$ cat src/rtl/tsoa_pkg.sv
// Package: shared widths, command and status codes, a control struct for the two-stack unit.
`timescale 1ns / 1ps
`default_nettype none
package tsoa_pkg;

    localparam int WORD_W       = 32;
    localparam int CMD_W        = 3;
    localparam int STATUS_W     = 2;
    localparam int DEF_CAPACITY = 16;

    typedef logic [CMD_W-1:0]    t_cmd;
    typedef logic [STATUS_W-1:0] t_status;

    localparam t_cmd CMD_PUSH_L = 3'd0;
    localparam t_cmd CMD_PUSH_R = 3'd1;
    localparam t_cmd CMD_POP_L  = 3'd2;
    localparam t_cmd CMD_POP_R  = 3'd3;
    localparam t_cmd CMD_PEEK_L = 3'd4;
    localparam t_cmd CMD_PEEK_R = 3'd5;

    localparam t_status ST_OK    = 2'd0;
    localparam t_status ST_FULL  = 2'd1;
    localparam t_status ST_EMPTY = 2'd2;

    // Controller to datapath commands
    typedef struct packed {
        logic capture;  // input transfer: latch item, start memory read
        logic commit;   // execute item, update counts, load result register
    } t_dp_cmd;

endpackage
`default_nettype wire

$ cat src/rtl/tsoa_ctrl.sv
// Controller: two-state sequencer and output valid for the two-stack unit.
`timescale 1ns / 1ps
`default_nettype none
module tsoa_ctrl
    import tsoa_pkg::*;
(
    input  wire     i_clk,
    input  wire     i_rst_n,
    input  wire     i_in_valid,
    output logic    o_in_ready,
    output logic    o_out_valid,
    input  wire     i_out_ready,
    output t_dp_cmd o_dp_cmd
);

    typedef enum logic [1:0] {
        S_IDLE = 2'b01,
        S_EXEC = 2'b10
    } t_state;

    t_state r_state, n_state;
    logic   r_out_valid, n_out_valid;
    logic   out_free;

    always_comb begin
        out_free            = !r_out_valid || i_out_ready;
        o_in_ready          = (r_state == S_IDLE);
        o_dp_cmd.capture    = (r_state == S_IDLE) && i_in_valid;
        o_dp_cmd.commit     = (r_state == S_EXEC) && out_free;
        n_state             = r_state;
        n_out_valid         = r_out_valid && !i_out_ready;
        case (r_state)
            S_IDLE: begin
                if (i_in_valid) begin
                    n_state = S_EXEC;
                end
            end
            S_EXEC: begin
                if (out_free) begin
                    n_state     = S_IDLE;
                    n_out_valid = 1'b1;
                end
            end
            default: begin
                n_state = S_IDLE;
            end
        endcase
    end

    always_ff @(posedge i_clk) begin
        if (!i_rst_n) begin
            r_state     <= S_IDLE;
            r_out_valid <= 1'b0;
        end else begin
            r_state     <= n_state;
            r_out_valid <= n_out_valid;
        end
    end

    assign o_out_valid = r_out_valid;

endmodule
`default_nettype wire

$ cat src/rtl/tsoa_datapath.sv
// Datapath: shared word store, stack counts and result register.
`timescale 1ns / 1ps
`default_nettype none
module tsoa_datapath
    import tsoa_pkg::*;
#(
    parameter int CAPACITY = DEF_CAPACITY
) (
    input  wire                      i_clk,
    input  wire                      i_rst_n,
    input  t_dp_cmd                  i_dp_cmd,
    input  wire  [CMD_W-1:0]         i_cmd,
    input  wire  signed [WORD_W-1:0] i_value,
    output logic signed [WORD_W-1:0] o_read_word,
    output logic [STATUS_W-1:0]      o_status,
    output logic                     o_is_full,
    output logic                     o_left_is_empty,
    output logic                     o_right_is_empty
);

    localparam int AW = (CAPACITY > 1) ? $clog2(CAPACITY) : 1;
    localparam int CW = $clog2(CAPACITY + 1);
    localparam logic [CW-1:0] CAP_C  = CW'(CAPACITY);
    localparam logic [CW-1:0] ONE_C  = CW'(1);

    logic [WORD_W-1:0] mem [CAPACITY];

    logic [CW-1:0]     r_left_cnt, n_left_cnt;
    logic [CW-1:0]     r_right_cnt, n_right_cnt;
    t_cmd              r_cmd;
    logic [WORD_W-1:0] r_value;
    logic [WORD_W-1:0] r_rd_data;

    logic [CW-1:0]     rd_ptr, wr_ptr;
    logic [CW:0]       cur_sum, nxt_sum;
    logic              full_now;
    logic              wr_en;
    logic [WORD_W-1:0] res_word;
    t_status           res_status;

    // Read address chosen from the counts at capture; counts are stable until commit.
    always_comb begin
        if (i_cmd[0]) begin
            rd_ptr = CAP_C - r_right_cnt;
        end else begin
            rd_ptr = r_left_cnt - ONE_C;
        end
    end

    always_ff @(posedge i_clk) begin
        if (i_dp_cmd.capture) begin
            r_cmd     <= i_cmd;
            r_value   <= i_value;
            r_rd_data <= mem[rd_ptr[AW-1:0]];
        end
    end

    always_comb begin
        cur_sum     = {1'b0, r_left_cnt} + {1'b0, r_right_cnt};
        full_now    = (cur_sum >= {1'b0, CAP_C});
        n_left_cnt  = r_left_cnt;
        n_right_cnt = r_right_cnt;
        wr_en       = 1'b0;
        wr_ptr      = r_left_cnt;
        res_word    = '0;
        res_status  = ST_OK;
        case (r_cmd)
            CMD_PUSH_L: begin
                if (full_now) begin
                    res_status = ST_FULL;
                end else begin
                    wr_en      = 1'b1;
                    n_left_cnt = r_left_cnt + ONE_C;
                end
            end
            CMD_PUSH_R: begin
                wr_ptr = CAP_C - r_right_cnt - ONE_C;
                if (full_now) begin
                    res_status = ST_FULL;
                end else begin
                    wr_en       = 1'b1;
                    n_right_cnt = r_right_cnt + ONE_C;
                end
            end
            CMD_POP_L, CMD_PEEK_L: begin
                if (r_left_cnt == '0) begin
                    res_status = ST_EMPTY;
                end else begin
                    res_word = r_rd_data;
                    if (r_cmd == CMD_POP_L) begin
                        n_left_cnt = r_left_cnt - ONE_C;
                    end
                end
            end
            CMD_POP_R, CMD_PEEK_R: begin
                if (r_right_cnt == '0) begin
                    res_status = ST_EMPTY;
                end else begin
                    res_word = r_rd_data;
                    if (r_cmd == CMD_POP_R) begin
                        n_right_cnt = r_right_cnt - ONE_C;
                    end
                end
            end
            default: begin
            end
        endcase
        nxt_sum = {1'b0, n_left_cnt} + {1'b0, n_right_cnt};
    end

    always_ff @(posedge i_clk) begin
        if (i_dp_cmd.commit && wr_en) begin
            mem[wr_ptr[AW-1:0]] <= r_value;
        end
    end

    always_ff @(posedge i_clk) begin
        if (!i_rst_n) begin
            r_left_cnt  <= '0;
            r_right_cnt <= '0;
        end else if (i_dp_cmd.commit) begin
            r_left_cnt  <= n_left_cnt;
            r_right_cnt <= n_right_cnt;
        end
    end

    always_ff @(posedge i_clk) begin
        if (i_dp_cmd.commit) begin
            o_read_word      <= res_word;
            o_status         <= res_status;
            o_is_full        <= (nxt_sum >= {1'b0, CAP_C});
            o_left_is_empty  <= (n_left_cnt == '0);
            o_right_is_empty <= (n_right_cnt == '0);
        end
    end

endmodule
`default_nettype wire

$ cat src/rtl/two_stacks_one_array_unit.sv
// Top level: two stacks sharing one word store, with valid/ready channels.
//
// Usage
//   Input channel : i_in_valid / o_in_ready carry i_cmd and i_value. A command
//                   transfer happens on a rising edge with both high.
//   Output channel: o_out_valid / i_out_ready carry one result per command:
//                   o_read_word, o_status and the full / empty flags as they
//                   stand after that command.
//   Sequence      : the store read is registered at the input transfer edge;
//                   the execute state then loads the result register and
//                   raises o_out_valid once the result register is free.
//   Issue         : a command is taken only after the previous one executes;
//                   the store has a registered read port, and each command's
//                   read address depends on the counts left by the last one.
//   Stall         : the result register holds while i_out_ready is low; one
//                   further command may be taken and then waits in execute
//                   until the result register is free.
//   Reset         : i_rst_n (synchronous, active low) empties both stacks and
//                   clears the handshake state. Store contents are not
//                   cleared; no command can read an entry never pushed.
`timescale 1ns / 1ps
`default_nettype none
module two_stacks_one_array_unit
    import tsoa_pkg::*;
#(
    parameter int CAPACITY = DEF_CAPACITY
) (
    input  wire                      i_clk,
    input  wire                      i_rst_n,
    input  wire                      i_in_valid,
    output logic                     o_in_ready,
    input  wire  [CMD_W-1:0]         i_cmd,
    input  wire  signed [WORD_W-1:0] i_value,
    output logic                     o_out_valid,
    input  wire                      i_out_ready,
    output logic signed [WORD_W-1:0] o_read_word,
    output logic [STATUS_W-1:0]      o_status,
    output logic                     o_is_full,
    output logic                     o_left_is_empty,
    output logic                     o_right_is_empty
);

    t_dp_cmd dp_cmd;

    // Sequencer: capture on input transfer, commit once result register is free
    tsoa_ctrl u_ctrl (
        .i_clk       (i_clk),
        .i_rst_n     (i_rst_n),
        .i_in_valid  (i_in_valid),
        .o_in_ready  (o_in_ready),
        .o_out_valid (o_out_valid),
        .i_out_ready (i_out_ready),
        .o_dp_cmd    (dp_cmd)
    );

    // Store, counts and result register
    tsoa_datapath #(
        .CAPACITY (CAPACITY)
    ) u_dp (
        .i_clk            (i_clk),
        .i_rst_n          (i_rst_n),
        .i_dp_cmd         (dp_cmd),
        .i_cmd            (i_cmd),
        .i_value          (i_value),
        .o_read_word      (o_read_word),
        .o_status         (o_status),
        .o_is_full        (o_is_full),
        .o_left_is_empty  (o_left_is_empty),
        .o_right_is_empty (o_right_is_empty)
    );

    // After a command transfer the input is closed while that command executes.
    a_one_in_flight: assert property (@(posedge i_clk) disable iff (!i_rst_n)
        (i_in_valid && o_in_ready) |=> !o_in_ready)
        else $error("input taken while a command is executing");

    // Only defined status codes reach the output.
    a_status_code: assert property (@(posedge i_clk) disable iff (!i_rst_n)
        o_out_valid |-> (o_status == ST_OK || o_status == ST_FULL ||
                         o_status == ST_EMPTY))
        else $error("undefined status code");

    // A full store cannot have both stacks empty.
    a_full_not_empty: assert property (@(posedge i_clk) disable iff (!i_rst_n)
        (o_out_valid && o_is_full) |-> !(o_left_is_empty && o_right_is_empty))
        else $error("full flag with both stacks empty");

    // A refused command (empty read or full push) returns a zero word.
    a_empty_zero: assert property (@(posedge i_clk) disable iff (!i_rst_n)
        (o_out_valid && o_status != ST_OK) |-> (o_read_word == '0))
        else $error("refused command returned a nonzero word");

endmodule
`default_nettype wire

$ cat config.mk
export PLATFORM = sky130hd
export DESIGN_NAME = two_stacks_one_array_unit
export DESIGN_NICKNAME = d
export VERILOG_FILES = /design/src/rtl/tsoa_pkg.sv /design/src/rtl/tsoa_ctrl.sv /design/src/rtl/tsoa_datapath.sv /design/src/rtl/two_stacks_one_array_unit.sv
export SDC_FILE = /design/constraint.sdc
export NUM_CORES = 1
export LEC_CHECK = 0
export ABC_AREA = 1
export CAP_MARGIN = 40
export CORE_MARGIN = 1
export CORE_UTILIZATION = 60
export DETAILED_ROUTE_END_ITERATION = 12
export DONT_BUFFER_PORTS = 1
export PLACE_DENSITY_LB_ADDON = 0.08
export SYNTH_ARGS = -nofsm -noshare
export SYNTH_HDL_FRONTEND = slang
export SYNTH_SLANG_ARGS = --single-unit
$ cat constraint.sdc
create_clock -name i_clk -period 7.86 [get_ports i_clk]
set_input_delay 1.179 -clock i_clk [delete_from_list [all_inputs] [get_ports i_clk]]
set_output_delay 1.179 -clock i_clk [all_outputs]
set_load 0.05 [all_outputs]
==> results.cfg <==
[finish]
fillers = 2875
register_area_um2 = 18800
layout_commonest_cell = edfxtp_1
multi_input_area_um2 = 5320
drive_gt1_share_pct = 8.51
stdcell_count = 2389
syn2layout_area_growth_pct = 9.60
diodes = 0
final_nets = 1860
fin_util_pct = 66.8
layout_common_cells = 616 x edfxtp_1, 314 x nor2_1, 257 x o21ai_0

[setup_path]
critPathMaxFanout = 63
slowest_stage = clkinv_2
critPathKind = flop to flop
start_kind = flop
critPathMaxStageDelay_ns = 0.70
critPathBufInv = 5
r2r_setup_slack_ns = 3.70
crit_family = buffers and inverters
rr_endpoint = u_dp.r_rd_data[1]$_DFFE_PP_
rr_startpoint = u_dp.r_right_cnt[0]$_SDFFE_PN0P_
cp_data_required_time_ns = 8.22
crit_arrival_ns = 4.52
worstRegToRegCells = 12
cp_cell_sequence = inv_2, ha_1, nand2_1, o21ai_4, buf_4, clkinv_2, buf_4, buf_12, o21ai_0, o221ai_1, nand3_1, nand2_1
crit_path_end_kind = flop
cp.depth = 12

[detailed_routing]
wirelength_um = 58700
detail_route.iter0.violations = 1799
first_pass_iters = 5
wire_per_inst_um = 24.6
remaining_drc_errors = 0
vias = 15000
routed_via_density = 6.30
ant_nets = 0

[clocking]
cts_max_path_buffers = 3
htree_levels = 2
root_buffer = clkbuf_16
cts_buffers = 61
post_cts_buffers = 0
clock_latency_ns = 0.63
ctsResizeCount = 0
cts_tree = yes
cts.sink_count = 629
postCtsHoldBufs = 0
path_clk_slew_ns = 0.06

[place]
io_buffers = 0
placed_cells = 2277
gp_congestion = 0.884
hpwl_um = 29600

[power_and_ir_drop]
p_leak_uw = 0.00907
powerDensity_nw_per_um2 = 258
vdd_drop_max_uv = 207

[synth]
ys_seq_area_share_pct = 75.4
synthDistinctLibCells = 37
synth_warnings = 0
synth_top_family_by_area = compound AO/OA/AOI/OAI gates
synthSimpleGateAreaFrac_pct = 8.05
synth_compound_area_share_pct = 11.5
synth-adder-area-share_pct = 0.654
syn_area_um2 = 24900
post_synth.cell_area_avg_um2 = 13.7
syn-num-nets = 1875
ys_ff_latch = 629
synthMuxAreaShare_pct = 0
netlist_instances = 1823
synth-xor-area-share_pct = 0.518

[sta]
slew_viol_final = 0
min_period_ns = 4.16
fin_crit_sh_pct = 52.9
hold_violations = 0
rsz0062_at_grt = no
setup_viol = 0
skew_ns = 0.0207
relSlewSlack_pct = 41.3
tns_ns = 0
max_freq_mhz = 240
tightest_slew_ns = 0.880

[global_routing]
grt_max_degree = 115
grt_pass1_vias = 14300
antenna_found_initial = 0
grt-ovfl-total = 0
grt_pass1_wl_um = 87200
grt_usage_pct = 28.2

[worst_hold_path]
worstHoldPathType = flop to flop
worstHoldPathCells = 2
min_to = u_dp.o_read_word[6]$_DFFE_PP_
holdCritStartpoint = u_dp.r_rd_data[6]$_DFFE_PP_

[die]
core_area_um2 = 40800
initial_core_util_pct = 61.0
die_x_um = 206
fp.dieArea_um2 = 42300
die_y_um = 206
rows = 74
ios = 78

[outcome]
status = finished, final reports clean

[run]
max_cap_violations = 0
==> sequential cells by signal (all words and copies together) (netlist names), 2 cells and up <==
register,flops
u_dp.o_status,2
u_ctrl.r_state,2
u_dp.r_cmd,3
u_dp.r_value,32
u_dp.r_rd_data,32
u_dp.r_right_cnt,5
u_dp.mem,512
u_dp.o_read_word,32
u_dp.r_left_cnt,5
==> cell usage after synthesis, drive strengths merged <==
library cell,n,area share [%]
edfxtp,616,74
nor2,332,5.0
o21ai,283,5.8
nand2,108,1.7
o221ai,102,3.6
inv,88,1.4
buf,76,2.0
nand3,61,1.2
clkbuf,35,0.55
o211ai,29,0.98
o22ai,26,0.65
a21oi,18,0.36
dfxtp,13,1.0
ha,13,0.65
xor2,11,0.45
nand4,2,0.050
nor3,2,0.040
o21a,2,0.060
xnor2,2,0.070
a2111oi,1,0.035
a22oi,1,0.030
a31oi,1,0.025
or2,1,0.025
==> cell families (layout without fill, tap and decap cells) <==
| logic type | count (synthesis) | count (layout) |
|---|---|---|
| adder cells (fa/ha/maj) | 13 | 13 |
| XOR/XNOR | 13 | 13 |
| AO/OA/AOI/OAI | 463 | 463 |
| buffers and inverters | 199 | 233 |
| AND/OR/NAND/NOR | 506 | 506 |
| flip-flops | 629 | 629 |
==> layer usage <==
metal | track usage, % | part of all wire, % | wire length (µm) | vias up
met4 | 9.52 | 2.5 | 1480 | 0
met5 | 0 | 0 | 0 | -
met3 | 4.70 | 7.8 | 4580 | 111
met2 | 43.9 | 47 | 27600 | 686
li1 | - | - | - | 6752
met1 | 40.8 | 43 | 25000 | 7499
==> power by group <==
part | switching [µW] | internal, µW | leakage [µW]
registers | 64.8 | 3740 | 0.00569
logic | 325 | 125 | 0.00245
clock network | 1190 | 1590 | 0.000937
==> cell type report <==
class | count | share of cell area, %
clock buffers | 82 | 6.19
clock inverters | 30 | 0.789
repair buffers | 33 | 1.07
inverters | 88 | 1.25
flip-flops and latches | 629 | 68.8
multi-input cells | 995 | 19.5
well taps | 532 | 2.44
==> stage by stage <==
stage / worst slack (ns) / power, µW / area (µm²) / hold WS, ns
finish: 3.70 / 7040 / 27300 / 0.540
global route: 3.50 / 7250 / 27300 / 0.575
CTS: 3.77 / 7080 / 27300 / 0.548
detailed placement: 3.65 / 4330 / 25400 / 0.535
global placement: 3.66 / 4310 / 25300 / 0.521
floorplan: 3.13 / 4190 / 24900 / 0.519
==> worst reg2reg max path, delay by kind of cell (launching register included) <==
family                     cells  cell delay (ns)
AOI/OAI and AO/OA              3             0.38
adders and majority gates      1             0.37
buffers and inverters          5             2.30
DFF                            1             0.53
and+or+nand+nor                3             0.30
==> worst max-delay path by stage <==
stage,from,end
6_report,u_dp.r_right_cnt[0]$_SDFFE_PN0P_,u_dp.r_rd_data[1]$_DFFE_PP_
5_1_grt,u_dp.r_right_cnt[0]$_SDFFE_PN0P_,u_dp.r_rd_data[7]$_DFFE_PP_
4_1_cts,u_dp.r_right_cnt[0]$_SDFFE_PN0P_,u_dp.r_rd_data[1]$_DFFE_PP_
3_5_place_dp,i_cmd[0],u_dp.r_rd_data[12]$_DFFE_PP_
3_3_place_gp,i_cmd[0],u_dp.r_rd_data[29]$_DFFE_PP_
2_1_floorplan,i_out_ready,u_dp.mem[14][0]$_DFFE_PP_
Note: power is estimated with default switching activity, not from simulation.
